--- src/hw/rtl/assert_macros.svh ---
// ---------------------------------------------------------------------------
// Assertion macros
// Concurrent assertion wrappers; empty when SYNTH is defined.
// ---------------------------------------------------------------------------
`ifndef ASSERT_MACROS_SVH
`define ASSERT_MACROS_SVH

`ifndef SYNTH
`define ASSERT_IMPLIES(name, clk, rst_n, ante, cons) \
  name: assert property (@(posedge clk) disable iff (!rst_n) (ante) |-> (cons)) \
    else $error("assertion failed");
`define ASSERT_NEXT(name, clk, rst_n, ante, cons) \
  name: assert property (@(posedge clk) disable iff (!rst_n) (ante) |=> (cons)) \
    else $error("assertion failed");
`else
`define ASSERT_IMPLIES(name, clk, rst_n, ante, cons)
`define ASSERT_NEXT(name, clk, rst_n, ante, cons)
`endif

`endif

--- src/hw/rtl/rfc_pkg.sv ---
// ---------------------------------------------------------------------------
// rfc_pkg
// Types, codes and helpers shared by the rectangle fill command stream.
// ---------------------------------------------------------------------------
package rfc_pkg;

  localparam int PANEL_WIDTH_DEF  = 240;
  localparam int PANEL_HEIGHT_DEF = 240;

  localparam int COORD_W     = 10;
  localparam int SIZE_W      = 11;
  localparam int COLOR_W     = 16;
  localparam int EXT_W       = 12;
  localparam int IN_TDATA_W  = 64;
  localparam int OUT_TDATA_W = 16;
  localparam int OUT_TUSER_W = 3;

  localparam logic [7:0] OP_COLUMN_WINDOW = 8'h2A;
  localparam logic [7:0] OP_ROW_WINDOW    = 8'h2B;
  localparam logic [7:0] OP_MEMORY_WRITE  = 8'h2C;

  typedef enum logic {
    CMD_START = 1'b0,
    CMD_PULL  = 1'b1
  } cmd_t;

  typedef enum logic [1:0] {
    ST_EMIT   = 2'd0,
    ST_ACCEPT = 2'd1,
    ST_REJECT = 2'd2,
    ST_IDLE   = 2'd3
  } status_t;

  typedef enum logic [2:0] {
    PH_IDLE     = 3'd0,
    PH_COL_CMD  = 3'd1,
    PH_COL_DATA = 3'd2,
    PH_ROW_CMD  = 3'd3,
    PH_ROW_DATA = 3'd4,
    PH_MEM_CMD  = 3'd5,
    PH_PIXELS   = 3'd6
  } phase_t;

  typedef struct packed {
    cmd_t                 cmd;
    logic [COORD_W-1:0]   x_start;
    logic [COORD_W-1:0]   y_start;
    logic [SIZE_W-1:0]    rect_width;
    logic [SIZE_W-1:0]    rect_height;
    logic [COLOR_W-1:0]   color;
  } item_t;

  typedef struct packed {
    status_t     status;
    logic [7:0]  out_byte;
    logic        is_data;
    logic        frame_end;
    logic        last;
  } result_t;

  typedef struct packed {
    logic fire;
    logic busy;
  } eng_ctrl_t;

  function automatic logic [7:0] window_byte(logic [COORD_W-1:0] lo,
                                             logic [COORD_W-1:0] hi,
                                             logic [1:0] idx);
    logic [7:0] b;
    case (idx)
      2'd0:    b = {6'd0, lo[9:8]};
      2'd1:    b = lo[7:0];
      2'd2:    b = {6'd0, hi[9:8]};
      default: b = hi[7:0];
    endcase
    return b;
  endfunction

endpackage

--- src/hw/rtl/rfc_in_stage.sv ---
// ---------------------------------------------------------------------------
// rfc_in_stage
// Input register: captures one transaction and unpacks its fields.
// ---------------------------------------------------------------------------
module rfc_in_stage (
  input  logic                            clk,
  input  logic                            rst_n,
  input  logic                            in_tvalid,
  output logic                            in_tready,
  input  logic [rfc_pkg::IN_TDATA_W-1:0]  in_tdata,
  input  logic                            in_tuser,
  output logic                            item_valid,
  output rfc_pkg::item_t                  item,
  input  logic                            pop
);

  logic           valid_r;
  logic           valid_nxt;
  rfc_pkg::item_t item_r;
  rfc_pkg::item_t item_nxt;
  logic           take;

  assign in_tready = !valid_r || pop;
  assign take      = in_tvalid && in_tready;

  always_comb begin
    item_nxt.cmd         = rfc_pkg::cmd_t'(in_tuser);
    item_nxt.x_start     = in_tdata[9:0];
    item_nxt.y_start     = in_tdata[19:10];
    item_nxt.rect_width  = in_tdata[30:20];
    item_nxt.rect_height = in_tdata[41:31];
    item_nxt.color       = in_tdata[57:42];
    if (take) begin
      valid_nxt = 1'b1;
    end else if (pop) begin
      valid_nxt = 1'b0;
    end else begin
      valid_nxt = valid_r;
    end
  end

  always_ff @(posedge clk) begin
    if (!rst_n) begin
      valid_r <= 1'b0;
    end else begin
      valid_r <= valid_nxt;
    end
  end

  always_ff @(posedge clk) begin
    if (take) begin
      item_r <= item_nxt;
    end
  end

  assign item_valid = valid_r;
  assign item       = item_r;

endmodule

--- src/hw/rtl/rfc_engine.sv ---
// ---------------------------------------------------------------------------
// rfc_engine
// Phase machine, window registers and pixel counters; one result per item.
// ---------------------------------------------------------------------------
module rfc_engine #(
  parameter int PANEL_WIDTH  = rfc_pkg::PANEL_WIDTH_DEF,
  parameter int PANEL_HEIGHT = rfc_pkg::PANEL_HEIGHT_DEF
) (
  input  logic                clk,
  input  logic                rst_n,
  input  rfc_pkg::item_t      item,
  input  rfc_pkg::eng_ctrl_t  ctrl_in,
  output logic                busy,
  output rfc_pkg::result_t    res
);

  localparam logic [rfc_pkg::EXT_W-1:0] PW = rfc_pkg::EXT_W'(PANEL_WIDTH);
  localparam logic [rfc_pkg::EXT_W-1:0] PH = rfc_pkg::EXT_W'(PANEL_HEIGHT);

  rfc_pkg::phase_t                  phase_r, phase_nxt;
  logic [1:0]                       byte_index_r, byte_index_nxt;
  logic [rfc_pkg::COORD_W-1:0]      col_count_r, col_count_nxt;
  logic [rfc_pkg::COORD_W-1:0]      row_count_r, row_count_nxt;
  logic                             low_half_r, low_half_nxt;
  logic [rfc_pkg::COORD_W-1:0]      win_x0_r, win_x0_nxt;
  logic [rfc_pkg::COORD_W-1:0]      win_x1_r, win_x1_nxt;
  logic [rfc_pkg::COORD_W-1:0]      win_y0_r, win_y0_nxt;
  logic [rfc_pkg::COORD_W-1:0]      win_y1_r, win_y1_nxt;
  logic [rfc_pkg::COLOR_W-1:0]      fill_color_r, fill_color_nxt;

  logic [rfc_pkg::EXT_W-1:0]        x_ext, y_ext, sum_x, sum_y, end_x, end_y;
  logic [rfc_pkg::COORD_W-1:0]      cols, rows;
  logic                             reject;

  always_comb begin
    x_ext  = {2'd0, item.x_start};
    y_ext  = {2'd0, item.y_start};
    sum_x  = x_ext + {1'b0, item.rect_width};
    sum_y  = y_ext + {1'b0, item.rect_height};
    end_x  = sum_x - rfc_pkg::EXT_W'(1);
    end_y  = sum_y - rfc_pkg::EXT_W'(1);
    cols   = win_x1_r - win_x0_r;
    rows   = win_y1_r - win_y0_r;
    reject = (phase_r != rfc_pkg::PH_IDLE) || (item.rect_width == '0) ||
             (item.rect_height == '0) || (x_ext >= PW) || (y_ext >= PH) ||
             (sum_x > PW) || (sum_y > PH);

    phase_nxt      = phase_r;
    byte_index_nxt = byte_index_r;
    col_count_nxt  = col_count_r;
    row_count_nxt  = row_count_r;
    low_half_nxt   = low_half_r;
    win_x0_nxt     = win_x0_r;
    win_x1_nxt     = win_x1_r;
    win_y0_nxt     = win_y0_r;
    win_y1_nxt     = win_y1_r;
    fill_color_nxt = fill_color_r;
    res            = '0;
    res.status     = rfc_pkg::ST_EMIT;

    if (item.cmd == rfc_pkg::CMD_START) begin
      if (reject) begin
        res.status = rfc_pkg::ST_REJECT;
      end else begin
        res.status     = rfc_pkg::ST_ACCEPT;
        win_x0_nxt     = item.x_start;
        win_x1_nxt     = end_x[rfc_pkg::COORD_W-1:0];
        win_y0_nxt     = item.y_start;
        win_y1_nxt     = end_y[rfc_pkg::COORD_W-1:0];
        fill_color_nxt = item.color;
        byte_index_nxt = '0;
        col_count_nxt  = '0;
        row_count_nxt  = '0;
        low_half_nxt   = 1'b0;
        phase_nxt      = rfc_pkg::PH_COL_CMD;
      end
    end else begin
      case (phase_r)
        rfc_pkg::PH_COL_CMD: begin
          phase_nxt      = rfc_pkg::PH_COL_DATA;
          byte_index_nxt = '0;
          res.out_byte   = rfc_pkg::OP_COLUMN_WINDOW;
        end
        rfc_pkg::PH_COL_DATA: begin
          res.out_byte  = rfc_pkg::window_byte(win_x0_r, win_x1_r, byte_index_r);
          res.is_data   = 1'b1;
          res.frame_end = (byte_index_r == 2'd3);
          byte_index_nxt = byte_index_r + 2'd1;
          if (byte_index_r == 2'd3) begin
            phase_nxt = rfc_pkg::PH_ROW_CMD;
          end
        end
        rfc_pkg::PH_ROW_CMD: begin
          phase_nxt      = rfc_pkg::PH_ROW_DATA;
          byte_index_nxt = '0;
          res.out_byte   = rfc_pkg::OP_ROW_WINDOW;
        end
        rfc_pkg::PH_ROW_DATA: begin
          res.out_byte  = rfc_pkg::window_byte(win_y0_r, win_y1_r, byte_index_r);
          res.is_data   = 1'b1;
          res.frame_end = (byte_index_r == 2'd3);
          byte_index_nxt = byte_index_r + 2'd1;
          if (byte_index_r == 2'd3) begin
            phase_nxt = rfc_pkg::PH_MEM_CMD;
          end
        end
        rfc_pkg::PH_MEM_CMD: begin
          phase_nxt     = rfc_pkg::PH_PIXELS;
          col_count_nxt = '0;
          row_count_nxt = '0;
          low_half_nxt  = 1'b0;
          res.out_byte  = rfc_pkg::OP_MEMORY_WRITE;
          res.frame_end = 1'b1;
        end
        rfc_pkg::PH_PIXELS: begin
          res.is_data = 1'b1;
          if (low_half_r) begin
            res.out_byte = fill_color_r[7:0];
            low_half_nxt = 1'b0;
            if (col_count_r == cols) begin
              col_count_nxt = '0;
              if (row_count_r == rows) begin
                row_count_nxt = '0;
                phase_nxt     = rfc_pkg::PH_IDLE;
                res.frame_end = 1'b1;
                res.last      = 1'b1;
              end else begin
                row_count_nxt = row_count_r + 1'b1;
              end
            end else begin
              col_count_nxt = col_count_r + 1'b1;
            end
          end else begin
            res.out_byte = fill_color_r[15:8];
            low_half_nxt = 1'b1;
          end
        end
        default: begin
          phase_nxt  = rfc_pkg::PH_IDLE;
          res.status = rfc_pkg::ST_IDLE;
        end
      endcase
    end
  end

  always_ff @(posedge clk) begin
    if (!rst_n) begin
      phase_r      <= rfc_pkg::PH_IDLE;
      byte_index_r <= '0;
      col_count_r  <= '0;
      row_count_r  <= '0;
      low_half_r   <= 1'b0;
      win_x0_r     <= '0;
      win_x1_r     <= '0;
      win_y0_r     <= '0;
      win_y1_r     <= '0;
      fill_color_r <= '0;
    end else if (ctrl_in.fire) begin
      phase_r      <= phase_nxt;
      byte_index_r <= byte_index_nxt;
      col_count_r  <= col_count_nxt;
      row_count_r  <= row_count_nxt;
      low_half_r   <= low_half_nxt;
      win_x0_r     <= win_x0_nxt;
      win_x1_r     <= win_x1_nxt;
      win_y0_r     <= win_y0_nxt;
      win_y1_r     <= win_y1_nxt;
      fill_color_r <= fill_color_nxt;
    end
  end

  assign busy = (phase_r != rfc_pkg::PH_IDLE) && ctrl_in.busy;

endmodule

--- src/hw/rtl/rfc_out_stage.sv ---
// ---------------------------------------------------------------------------
// rfc_out_stage
// Result register: holds one transaction until the sink takes it.
// ---------------------------------------------------------------------------
module rfc_out_stage (
  input  logic                             clk,
  input  logic                             rst_n,
  input  logic                             load,
  input  rfc_pkg::result_t                 res,
  output logic                             slot_free,
  output logic                             out_tvalid,
  input  logic                             out_tready,
  output logic [rfc_pkg::OUT_TDATA_W-1:0]  out_tdata,   // out_byte[7:0], frame_end[8]
  output logic [rfc_pkg::OUT_TUSER_W-1:0]  out_tuser,   // status[1:0], is_data[2]
  output logic                             out_tlast
);

  logic             valid_r;
  logic             valid_nxt;
  rfc_pkg::result_t res_r;

  assign slot_free = !valid_r || out_tready;

  always_comb begin
    if (load) begin
      valid_nxt = 1'b1;
    end else if (out_tready) begin
      valid_nxt = 1'b0;
    end else begin
      valid_nxt = valid_r;
    end
  end

  always_ff @(posedge clk) begin
    if (!rst_n) begin
      valid_r <= 1'b0;
    end else begin
      valid_r <= valid_nxt;
    end
  end

  always_ff @(posedge clk) begin
    if (load) begin
      res_r <= res;
    end
  end

  assign out_tvalid = valid_r;
  assign out_tdata  = {7'd0, res_r.frame_end, res_r.out_byte};
  assign out_tuser  = {res_r.is_data, res_r.status};
  assign out_tlast  = res_r.last;

endmodule

--- src/hw/rtl/rect_fill_command_stream_core.sv ---
// ---------------------------------------------------------------------------
// rect_fill_command_stream_core
// Turns rectangle fill requests into the display byte stream, one per pull.
// ---------------------------------------------------------------------------
//  channel  direction  payload
//  in_      sink       tuser cmd; tdata x/y start, width, height, colour
//  out_     source     tuser status, is_data; tdata byte, frame_end; tlast
//
//  One transaction per cycle while the result slot drains; the input and
//  result registers lie between input and result. The phase machine and
//  counters in rfc_engine decide each byte combinationally.
//  Synchronous active-low reset clears the phase, counters and valid flags.
//  A stalled output holds its result; the input register keeps taking
//  transactions as long as the result slot drains.
// ---------------------------------------------------------------------------
`include "assert_macros.svh"

module rect_fill_command_stream_core #(
  parameter int PANEL_WIDTH  = rfc_pkg::PANEL_WIDTH_DEF,
  parameter int PANEL_HEIGHT = rfc_pkg::PANEL_HEIGHT_DEF
) (
  input  logic                             clk,
  input  logic                             rst_n,
  input  logic                             in_tvalid,
  output logic                             in_tready,
  // x_start[9:0], y_start[19:10], rect_width[30:20], rect_height[41:31],
  // color[57:42], zero [63:58]
  input  logic [rfc_pkg::IN_TDATA_W-1:0]   in_tdata,
  input  logic                             in_tuser,    // cmd[0]
  output logic                             out_tvalid,
  input  logic                             out_tready,
  output logic [rfc_pkg::OUT_TDATA_W-1:0]  out_tdata,   // out_byte[7:0], frame_end[8]
  output logic [rfc_pkg::OUT_TUSER_W-1:0]  out_tuser,   // status[1:0], is_data[2]
  output logic                             out_tlast
);

  logic               item_valid;
  rfc_pkg::item_t     item;
  logic               slot_free;
  logic               fire;
  logic               eng_busy;
  rfc_pkg::result_t   eng_res;
  rfc_pkg::eng_ctrl_t eng_ctrl;

  assign fire          = item_valid && slot_free;
  assign eng_ctrl.fire = fire;
  assign eng_ctrl.busy = rst_n;

  rfc_in_stage u_in (
    .clk        (clk),
    .rst_n      (rst_n),
    .in_tvalid  (in_tvalid),
    .in_tready  (in_tready),
    .in_tdata   (in_tdata),
    .in_tuser   (in_tuser),
    .item_valid (item_valid),
    .item       (item),
    .pop        (fire)
  );

  rfc_engine #(
    .PANEL_WIDTH  (PANEL_WIDTH),
    .PANEL_HEIGHT (PANEL_HEIGHT)
  ) u_engine (
    .clk     (clk),
    .rst_n   (rst_n),
    .item    (item),
    .ctrl_in (eng_ctrl),
    .busy    (eng_busy),
    .res     (eng_res)
  );

  rfc_out_stage u_out (
    .clk        (clk),
    .rst_n      (rst_n),
    .load       (fire),
    .res        (eng_res),
    .slot_free  (slot_free),
    .out_tvalid (out_tvalid),
    .out_tready (out_tready),
    .out_tdata  (out_tdata),
    .out_tuser  (out_tuser),
    .out_tlast  (out_tlast)
  );

  `ASSERT_IMPLIES(a_last_ends_frame, clk, rst_n, out_tvalid && out_tlast, out_tdata[8] && out_tuser[2] && (out_tuser[1:0] == rfc_pkg::ST_EMIT))
  `ASSERT_IMPLIES(a_status_zero_payload, clk, rst_n, out_tvalid && (out_tuser[1:0] != rfc_pkg::ST_EMIT), (out_tdata == '0) && !out_tuser[2] && !out_tlast)
  `ASSERT_NEXT(a_accept_starts_fill, clk, rst_n, fire && (eng_res.status == rfc_pkg::ST_ACCEPT), eng_busy)
  `ASSERT_NEXT(a_final_byte_idles, clk, rst_n, fire && eng_res.last, !eng_busy)

endmodule
--- config.mk ---
export PLATFORM = sky130hd
export DESIGN_NAME = rect_fill_command_stream_core
export DESIGN_NICKNAME = d
export VERILOG_FILES = /design/src/hw/rtl/rfc_pkg.sv /design/src/hw/rtl/rfc_in_stage.sv /design/src/hw/rtl/rfc_engine.sv /design/src/hw/rtl/rfc_out_stage.sv /design/src/hw/rtl/rect_fill_command_stream_core.sv
export VERILOG_INCLUDE_DIRS = /design/src /design/src/hw/rtl
export SDC_FILE = /design/constraint.sdc
export NUM_CORES = 1
export LEC_CHECK = 0
export BUFFER_PORTS_ARGS = -buffer_cell sky130_fd_sc_hd__buf_2
export CAP_MARGIN = 10
export CORE_MARGIN = 2
export CORE_UTILIZATION = 35
export CTS_BUF_LIST = sky130_fd_sc_hd__clkbuf_16
export CTS_CLUSTER_SIZE = 25
export DETAILED_ROUTE_END_ITERATION = 16
export PLACE_DENSITY = 0.64
export SYNTH_ARGS = -nofsm -noshare
export SYNTH_HDL_FRONTEND = slang
export SYNTH_HIERARCHICAL = 1
export SYNTH_SLANG_ARGS = --single-unit
--- constraint.sdc ---
create_clock -name clk -period 9.31 [get_ports clk]
set_clock_uncertainty 0.2 [all_clocks]
set_input_delay 1.862 -clock clk [delete_from_list [all_inputs] [get_ports clk]]
set_output_delay 1.862 -clock clk [all_outputs]
set_load 0.01 [all_outputs]
# == Word-level counts from Yosys, hierarchy flattened ==
# Index checks and enable logic that the tools add are counted.
# word_totals
elab_cells,127
register_bits,156
output_inout_bits,22
input_bits,69
# classes
n_bitwise,2
n_lt_le_gt_ge,4
eq_ne,19
addsub,9
n_mux,41
reduce_logical,29
# op_table
op,count
2-to-1 mux 10 bit,8
one-hot mux 8 bit (3 select lines),2
one-hot mux 8 bit (6 select lines),1
one-hot mux 10 bit (2 select lines),2
adder 10 x 11 -> 12 bit,2
"> comparator 12 x 8 -> 1 bit, second input constant",2
zero test 11 bit,2
2-to-1 mux 3 bit,7
"adder 10 x 1 -> 10 bit, second input constant",2
equality test 10 bit,2
"greater-or-equal comparator 10 x 8 -> 1 bit, second input constant",2
"subtractor 10 x 1 -> 10 bit, second input constant",2
subtractor 10 bit,2
one-hot mux 3 bit (6 select lines),1
2-to-1 mux 2 bit,8
"inequality test 3 x 2 -> 1 bit, second input constant",5
"equality test 3 bit, second input constant",3
AND reduction 3 bit,3
logical OR 1 bit,8
2-to-1 mux 1 bit,8
2-to-1 mux 8 bit,1
AND reduction 4 bit,2
AND reduction 7 bit,1
"equality test 3 x 2 -> 1 bit, second input constant",2
20 further kinds,26

# == Logic depth before layout (Yosys ltp) ==
# Gate-level depths: netlist of the first run.
# logic_depth
depth_word,9
mapped_depth,14
mapped_depth_nobuf,13

# == Modules after synthesis ==
# The synthesis of the first run kept the hierarchy.
# by_module_without_submodules
module,cells_each,seq_area_each_um2,n_inst,area_per_inst_um2
rfc_engine,837,1641.6,1,6697.7
rfc_in_stage,64,1791.7,1,1829.3
rfc_out_stage,25,410.4,1,495.5
rect_fill_command_stream_core,1,0.0,1,6.3

# == Worst setup path before layout of the first run ==
# OpenSTA, ideal clock, no wires.
# synth_path
path_type,input -> output
from,input out_tready
to,output in_tready
stages,3
setup_slack_ns,4.503
t_arrival_ns,2.745
required_ns,7.248
n_path_buf,0
path_cell_list,nand2b_4 > and2_1 > nand2b_4
# synth_via
elab_chain_len,3
# synth_rtl
element,line,rtl
from (decl),rect_fill_command_stream_core.sv:31,"input logic out_tready,"
logical OR 1 bit,rfc_out_stage.sv:22,assign slot_free = !valid_r || out_tready;
logical AND 1 bit,rect_fill_command_stream_core.sv:45,assign fire = item_valid && slot_free;
named net fire,rect_fill_command_stream_core.sv:40,logic fire;
logical OR 1 bit,rfc_in_stage.sv:23,assign in_tready = !valid_r || pop;
to (decl),rect_fill_command_stream_core.sv:25,"output logic in_tready,"
# The timed path passes the listed nets, and every way through them passes these cells.

# == Worst setup path in the final report of the first run ==
# layout_path
from,input out_tready
to,output in_tready
# layout_via
elab_chain_len,3
# layout_rtl
element,line,rtl
logical OR 1 bit,rfc_out_stage.sv:22,
named net slot_free,rect_fill_command_stream_core.sv:39,logic slot_free;
logical AND 1 bit,rect_fill_command_stream_core.sv:45,
named net fire,rect_fill_command_stream_core.sv:40,
logical OR 1 bit,rfc_in_stage.sv:23,
# The timed path passes the listed nets, and every way through them passes these cells.

==> results of run 1 <==
-- path summary, 6_finish.rpt --
check | slack, ns | endpoint | cells after the start | start
max | 4.50 | in_tready | 6 | out_tready
min | 0.28 | u_engine/win_y0_r[8] | 2 | u_engine/win_y0_r[8]
max reg2reg | 5.10 | u_engine/row_count_r[4] | 11 | u_in/item[27]
min reg2reg | 0.28 | u_engine/win_y0_r[8] | 2 | u_engine/win_y0_r[8]
-- area by class of cell --
cell class	count	area (um2)	area share (%)
Inverter	47	176	1.72
Multi-Input combinational cell	683	4790	46.8
Clock inverter	14	141	1.38
Sequential cell	156	3840	37.6
Tap cell	330	413	4.04
Timing Repair Buffer	81	415	4.06
Clock buffer	18	450	4.40
-- flip-flops by register name, indices dropped and copies added (netlist names) --
signal / flops
u_in/item: 59
u_engine/fill_color_r: 16
u_engine/col_count_r: 10
u_engine/row_count_r: 10
u_engine/win_x0_r: 10
u_engine/win_x1_r: 10
u_engine/win_y0_r: 10
u_engine/win_y1_r: 10
u_out/out_tdata: 9
u_engine/phase_r: 3
u_out/out_tuser: 3
u_engine/byte_index_r: 2
u_engine/low_half_r: 1
u_in/item_valid: 1
u_out/out_tlast: 1
u_out/out_tvalid: 1
-- critical path, stage by stage --
cell,delay (ns)
buf_2,0.08
nand2b_4,0.12
and2_1,0.11
buf_4,0.26
nand2b_4,0.19
buf_2,0.13
-- layer usage --
layer	vias to the layer above	GRT usage, %	routed length (um)	part of all wire (%)
met3	34	2.86	918	4.5
met2	161	25.2	9340	46
met4	0	6.60	605	3.0
li1	3494	-	-	-
met1	3219	20.4	9510	47
met5	-	0	0	0
-- cell usage in the layout (no fill, tap or decap), types with 13 or more instances in the layout --
master and instances:
clkbuf_16 18, inv_1 48, mux2i_1 47, nand3_1 25, nor3_1 22, xnor2_1 37, nor2_1 98, a211oi_1 13
edfxtp_1 72, a21oi_1 46, and3_1 14, o21ai_0 29, xor2_1 20, buf_2 77, ha_1 47, dfxtp_1 84
nand2b_1 20, nand2_1 57
-- report_power, final --
part	switching [mW]	internal [mW]
Combinational	0.116	0.0771
Clock	0.285	0.410
Sequential	0.0142	0.741
Total	0.415	1.23
-- stage by stage --
step | std cells | hold slack [ns] | util, %
final | 1329 | 0.277 | 40.5
after global routing | 1329 | 0.296 | 40.5
after CTS | 1329 | 0.276 | 40.5
after detailed placement | 1297 | 0.264 | 38.2
after global placement | 1297 | 0.258 | 38.2
after floorplan | 932 | 0.244 | -
==> results by group, run 1 <==
Logic synthesis
  – Ys Warns: 6
  – Mapped cell area: 9020 um2
  – Avg Cell Area, Syn: 9.74 um2
  – Synthesized instance count: about 900

Placement
  – DP Area: 9640 um2
  – Pre-CTS WS: 4.49 ns
  – Gp weighted congestion: 0.852
  – Buffers on Ports: 77
  – Post-DP HPWL: 15,100 um

Floorplanning
  – # rows: 58
  – Initial Utilization: 35.7%
  – Die Footprint: approximately 27,000 um2
  – IO Count: 91
  – Die Wd: 165 um
  – Core Region: 25,300 um2
  – Chip height: 165 um

Clocking
  – # clock sinks: ~160
  – Clk_lat worst skew: 0.43 ns
  – CTS tree: built
  – Post-CTS Hold Fix Bufs: 0
  – Worst-path clk slew: around 0.06 ns
  – Total CTS buffers: 17
  – H-tree Lvls: 4
  – CTS max path bufs: 2
  – Root buf cell: clkbuf_16
  – Post-CTS sizing: 0
  – Post-CTS Setup Bufs: 0

STA
  – Fmax: 0.208 GHz
  – Worst-Margin Slew: 0.969 ns
  – Tcrit/Tclk final: 51.7%
  – Final Critical Period: 4.81 ns
  – Setup tns final: 0 ns
  – Final Worst Setup Slack: 4.50 ns
  – Relative slew slack: a little over a third
  – Endpoints failing setup: 0
  – Max-slew violations: 0
  – Final hold violation count: 0
  – RSZ-0062 raised after global routing: no

Worst setup path
  – CP Launch Type: primary input
  – Worst Setup Path Type: primary input to output port
  – Worst Path Max Fanout: 21
  – CP Capture Type: output port
  – Worst EP required: roughly 7.3 ns
  – CP arrival: ~2.8 ns

Drt
  – DRC Markers: 0
  – 1st-iter DRT viols: 340
  – Initial DRT Pass Iterations: 5
  – Drt via density: 5.20
  – Total number of vias: 6,908
  – Routed WL per cell: 15.3 um
  – WL final: 20,400 um
  – ANT nets after route: 0

Global route
  – Initial antenna violation count: 0
  – First-pass GRT wire length: 33,200 um
  – GRT Util Overall: 15.6%
  – Final global-route overflow total: 0
  – Pin count of the biggest net entering global routing: 73
  – Number of global-route vias before repair: approximately 6,700

Layout
  – Fillcell total: approximately 2,500
  – Area Growth Syn to Fin: 13.4%
  – Diodes inserted: 0
  – Share of layout cells above drive strength 1: 13.8%
  – Design area: slightly above 10,000 um2
  – Nets: 1,106

Pwr
  – Leak Pwr: 3.72 nW
  – Pwr per Cell Area: about 160 nW/um2
  – VDD IR max: 0.000124 V
  – Power Total: between 1.5 and 2 mW

Status
  – Status: complete, no violations

Min path
  – HP Class: flop to flop

Run
  – # Max-Cap Violations: 0
Power figures use the tool's default switching activity.
==> inputs of run 2 (changes only) <==
==> constraint.sdc (replaced) <==
create_clock -name clk -period 4.6 [get_ports clk]
set_clock_uncertainty 0.2 [all_clocks]
set_input_delay 0.92 -clock clk [delete_from_list [all_inputs] [get_ports clk]]
set_output_delay 0.92 -clock clk [all_outputs]
set_load 0.01 [all_outputs]
==> run 2 against run 1 <==
Net effect: final cell count up 0.23%; wire length fell by 1.2%; worst hold slack got worse by 0.0044 ns; clock power is 110% higher.
==> results by group, run 2 (synthesis gave the netlist of run 1 again) <==
Drt
  – WL final: 20,100 um
  – Drt via density: around 5.2
  – Total number of vias: 6,921
  – DRC Markers: 0
  – Initial DRT Pass Iterations: 6
  – ANT nets after route: 0
  – Routed WL per cell: 15.1 um
  – 1st-iter DRT viols: ~540

STA
  – WHS: 0.273 ns
  – Worst-Margin Slew: 0.887 ns
  – Tcrit/Tclk final: a little over 90%
  – Max-slew violations: 0
  – Setup tns final: 0 ns
  – Endpoints failing setup: 0
  – Final hold violation count: 0
  – Relative slew slack: 40.8%
  – Final Critical Period: 4.18 ns
  – Fmax: 0.239 GHz
  – RSZ-0062 raised after global routing: no

Floorplanning
  – IO Count: 91
  – # rows: 58
  – Initial Utilization: between 30% and 40%
  – Die Wd: 165 um
  – Core Region: 25,300 um2
  – Chip height: 165 um
  – Die Footprint: 27,100 um2

Global route
  – Final global-route overflow total: 0
  – GRT Util Overall: 15.2%
  – Routing usage on met2: 24.6%
  – Met1 Use GR: 20.1%
  – Met3 Use GR: 3.04%
  – Gr busiest metal: met2
  – Number of global-route vias before repair: approximately 6,500
  – Initial antenna violation count: 0
  – First-pass GRT wire length: 32,500 um
  – Pin count of the biggest net entering global routing: 69

Worst setup path
  – CP max-delay cell: or4_1
  – CP Capture Type: flop
  – CP Cell Sequence: ha_1 > fa_1 > a21o_1 > nand4_1 > a211o_1 > o311ai_1 > or4_1 > nor4b_2 > a21oi_2 > o31ai_4 > a31oi_1
  – R2R Setup Slk: 0.42 ns
  – Worst Setup Path Type: flop to flop
  – Worst Path Max Fanout: 9
  – CP arrival: ~4.3 ns
  – Worst EP required: between 4 and 5 ns
  – Worst path max stage delay: 0.59 ns
  – CP Launch Type: flop

Layout
  – Nets: 1,109
  – Max reg flops: 59
  – Fillcell total: 2,523
  – Final cell utilization of the core: 40.7%
  – Multi-input logic area: between 4000 and 5000 um2
  – FF/Latch Area: 3840 um2
  – Diodes inserted: 0
  – Most frequent cells in the layout: 98 x nor2_1, 84 x dfxtp_1, 77 x buf_2
  – Area Growth Syn to Fin: 13.9%
  – Share of layout cells above drive strength 1: 14.4%
  – Commonest non-fill, non-tap cell in the layout: nor2_1
  – Non-filler instance count after layout: 1,332

Clocking
  – Post-CTS Setup Bufs: 0
  – Clk_lat worst skew: roughly 0.42 ns
  – CTS max path bufs: 2
  – Post-CTS sizing: 0
  – H-tree Lvls: 4
  – CTS tree: built
  – Root buf cell: clkbuf_16
  – # clock sinks: 156
  – Total CTS buffers: 17
  – Worst-path clk slew: 0.07 ns
  – Post-CTS Hold Fix Bufs: 0

Pwr
  – Cell-internal power: between 2 and 2.5 mW
  – Pwr per Cell Area: 326 nW/um2
  – Net Sw Frac: 26.1%
  – Reg power frac: between 40 and 50%
  – Comb power frac: between 10% and 20%
  – Leak Pwr: 3.73 nW
  – Switching power of the nets: just under 0.9 mW
  – VDD IR max: approximately 0.00023 V
  – Clock power frac: 42.7%
  – Power Total: 3.35 mW

Placement
  – Placed cells: 1,300
  – Buffers on Ports: 77
  – Gp weighted congestion: approximately 0.9
  – Post-DP HPWL: 15,100 um

Status
  – Status: complete, no violations

Min path
  – HP Class: flop to flop

Run
  – # Max-Cap Violations: 0
## run 2: changes by cell type in the layout (fill, tap and decap cells not counted)
cell and delta:
inv_6 +2, inv_8 +3, clkinv_2 -1, clkbuf_16 -1, inv_1 -2, buf_4 +2
buf_12 +1, clkinv_1 -1
## run 2: metrics by stage
| stage | setup slack [ns] | area (um2) |
|---|---|---|
| floorplan | 1.21 | 9040 |
| detailed placement | 0.493 | 9680 |
| finish | 0.418 | 10300 |
| global placement | 0.559 | 9680 |
| CTS | 0.420 | 10300 |
| global route | 0.183 | 10300 |
## run 2: final timing paths
path,endpoint,start,cells past startpoint
worst max-delay path,u_engine/row_count_r[2],u_in/item[27],11
worst min-delay path,u_engine/win_y0_r[8],u_engine/win_y0_r[8],2
worst max register to register,u_engine/row_count_r[2],u_in/item[27],11
worst min register to register,u_engine/win_y0_r[8],u_engine/win_y0_r[8],2
## run 2: per-layer routing
| layer | up-vias | share of wire, % |
|---|---|---|
| met2 | 153 | 46 |
| met3 | 28 | 4.2 |
| met1 | 3226 | 47 |
| met4 | 0 | 2.6 |
| met5 | - | 0 |
| li1 | 3514 | - |
## run 2: critical path, delay by kind of cell (launching register included)
kind            cells  cell delay [ns]
simple gates        3             1.33
flops               1             0.41
compound gates      6             1.40
fa+ha+maj           2             0.70
## run 2: cell type report
| cell class | instances | share of cell area, % |
|---|---|---|
| Multi-Input combinational cell | 683 | 46.6 |
| Clock inverter | 15 | 1.72 |
| Inverter | 47 | 1.72 |
| Tap cell | 330 | 4.02 |
| Sequential cell | 156 | 37.4 |
| Timing Repair Buffer | 84 | 4.38 |
| Clock buffer | 17 | 4.14 |
## run 2: power groups by stage
stage	clock network, mW	logic [mW]	registers, mW
floorplan	0	0.294	1.55
global placement	0	0.383	1.56
detailed placement	0	0.388	1.56
CTS	1.46	0.391	1.53
global route	1.52	0.434	1.53
finish	1.43	0.391	1.53
==> inputs of run 3 (changes only) <==
--- a/config.mk
+++ b/config.mk
@@ -13,7 +13,7 @@
 export CTS_BUF_LIST = sky130_fd_sc_hd__clkbuf_16
 export CTS_CLUSTER_SIZE = 25
 export DETAILED_ROUTE_END_ITERATION = 16
-export PLACE_DENSITY = 0.64
+export PLACE_DENSITY = 0.66
 export SYNTH_ARGS = -nofsm -noshare
 export SYNTH_HDL_FRONTEND = slang
 export SYNTH_HIERARCHICAL = 1
==> constraint.sdc (replaced) <==
create_clock -name clk -period 3.4 [get_ports clk]
set_clock_uncertainty 0.2 [all_clocks]
set_input_delay 0.68 -clock clk [delete_from_list [all_inputs] [get_ports clk]]
set_output_delay 0.68 -clock clk [all_outputs]
set_load 0.01 [all_outputs]
==> run 3 against run 2 <==
Net effect: the flow now finishes with violations (negative setup slack); power increased by 39%; wire length increased by 15%; clock-buffer cell count unchanged; utilization increased by 6.7 points; via count increased by 10%; final cell count increased by 11%; sequential power increased by 35%; non-clock buffer count increased by 139; maximum frequency increased by 20%; register-to-register slack got worse by 0.50 ns.
==> results by group, run 3 (synthesis gave the netlist of run 1 again) <==
Clocking
  – CTS tree: built
  – Root buf cell: clkbuf_16
  – # clock sinks: 156
  – H-tree Lvls: 4
  – CTS max path bufs: 2
  – Worst-path clk slew: 0.07 ns
  – Clk_lat worst skew: 0.43 ns
  – Total CTS buffers: 17

Drt
  – 1st-iter DRT viols: 420
  – ANT nets after route: 0
  – Total number of vias: roughly 7,600
  – WL final: about 23,000 um
  – Routed WL per cell: 15.7 um
  – DRC Markers: 0
  – Drt via density: roughly 5.2
  – Initial DRT Pass Iterations: 5

Worst setup path
  – Crit path max-delay family: simple AND/OR/NAND/NOR gates
  – CP max-delay cell: or4_4
  – CP Launch Type: flop
  – Worst Setup Path Type: flop to flop
  – CP arrival: 3.66 ns
  – Worst EP required: 3.57 ns
  – CP Capture Type: flop
  – CP bufs+invs: 2
  – Worst path max stage delay: around 0.54 ns
  – Worst Path Max Fanout: 4
  – CP Cell Sequence: inv_2 > ha_4 > inv_2 > fa_2 > xnor2_1 > nand3_1 > a211oi_2 > nand3_1 > or4_4 > or4_4 > o21a_1 > nor2_2 > o2111a_1

Global route
  – Pin count of the biggest net entering global routing: 44
  – Final global-route overflow total: 0
  – Number of global-route vias before repair: 7,240
  – Initial antenna violation count: 0
  – GRT Util Overall: 16.7%
  – First-pass GRT wire length: 35,800 um

Layout
  – Max reg flops: 59
  – Multi-input logic area: ~5300 um2
  – Fillcell total: 2,319
  – Diodes inserted: 0
  – Area Growth Syn to Fin: 32.7%
  – Share of layout cells above drive strength 1: 32.3%
  – Nets: 1,249
  – Most frequent cells in the layout: 119 x buf_4, 90 x nor2_1, 81 x dfxtp_1
  – Commonest non-fill, non-tap cell in the layout: buf_4
  – FF/Latch Area: 3850 um2

STA
  – Final Critical Period: 3.48 ns
  – Relative slew slack: 34.0%
  – Worst-Margin Slew: around 1 ns
  – Tcrit/Tclk final: 102%
  – Final hold violation count: 0
  – WHS: ~0.22 ns
  – Final Worst Setup Slack: -0.0837 ns
  – Fmax: about 0.29 GHz
  – RSZ-0062 raised after global routing: yes
  – Max-slew violations: 0
  – Endpoints failing setup: 17

Placement
  – Post-DP HPWL: 16,400 um
  – Gp weighted congestion: 0.866
  – Buffers on Ports: 77

Pwr
  – Pwr per Cell Area: 388 nW/um2
  – Leak Pwr: ~4.6 nW
  – VDD IR max: 0.000335 V
  – Power Total: approximately 4.6 mW

Status
  – Failing checks: negative setup slack
  – Status: finished, violations left

Floorplanning
  – Die Wd: 165 um
  – # rows: 58
  – Core Region: 25,300 um2
  – Chip height: 165 um
  – Die Footprint: 27,100 um2
  – IO Count: 91
  – Initial Utilization: 35.7%

Min path
  – HP Class: primary input to flop

Run
  – # Max-Cap Violations: 0
==> run 3: changes by cell type in the layout (fill, tap and decap cells not counted), sizes merged <==
cell      before  now
buf           84  221
inv           55   58
bufinv         2    0
clkbuf        17   19
clkinvlp       1    0
nor2          99  100
==> run 3: final cells by class <==
cell class,instances,share of cell area (%)
multi-input cells,684,43.9
flip-flops and latches,156,32.1
repair buffers,223,14.5
clock buffers,17,3.55
well taps,330,3.45
inverters,47,1.47
clock inverters,15,1.06
==> run 3: path summary, 6_finish.rpt <==
path | from | endpoint | slack [ns] | cells past startpoint
max reg2reg | u_engine/win_y1_r[0] | u_engine/phase_r[0] | -0.08 | 13
min | in_tdata[43] | u_in/item[1] | 0.22 | 1
min reg2reg | u_engine/win_y0_r[8] | u_engine/win_y0_r[8] | 0.27 | 2
max | u_engine/win_y1_r[0] | u_engine/phase_r[0] | -0.08 | 13
==> run 3: routing by layer <==
metal | vias up | track usage (%) | share of wire, %
met1 | 3624 | 21.4 | 45
met4 | 0 | 5.34 | 2.2
met5 | - | 0 | 0
met3 | 31 | 2.81 | 3.9
met2 | 172 | 28.8 | 49
li1 | 3787 | - | -
==> run 3: report_power, final <==
part,switching (mW),internal [mW],total [mW]
Sequential,0.0343,2.03,2.06
Combinational,0.399,0.384,0.784
Clock,0.836,0.961,1.80
==> run 3: through the flow <==
| stage | setup TNS, ns | cells | setup slack (ns) | utilization, % | cell area (um2) |
|---|---|---|---|---|---|
| global placement | -5.35 | 1407 | -0.139 | 41.8 | 10600 |
| detailed placement | -6.72 | 1407 | -0.177 | 41.8 | 10600 |
| CTS | -0.555 | 1453 | -0.0420 | 45.1 | 11400 |
| floorplan | 0 | 932 | 0.0103 | - | 9040 |
| finish | -0.794 | 1472 | -0.0837 | 47.4 | 12000 |
| global route | -7.94 | 1472 | -0.202 | 47.4 | 12000 |
==> run 3: what timing repair did <==
action,4_1_cts,5_1_grt
gates cloned,2,3
setup endpoints to repair,75,81
resized for setup,34,93
hold buffers,0,0
endpoints found under the hold margin,0,0
buffers inserted,13,18
pin swaps,20,49
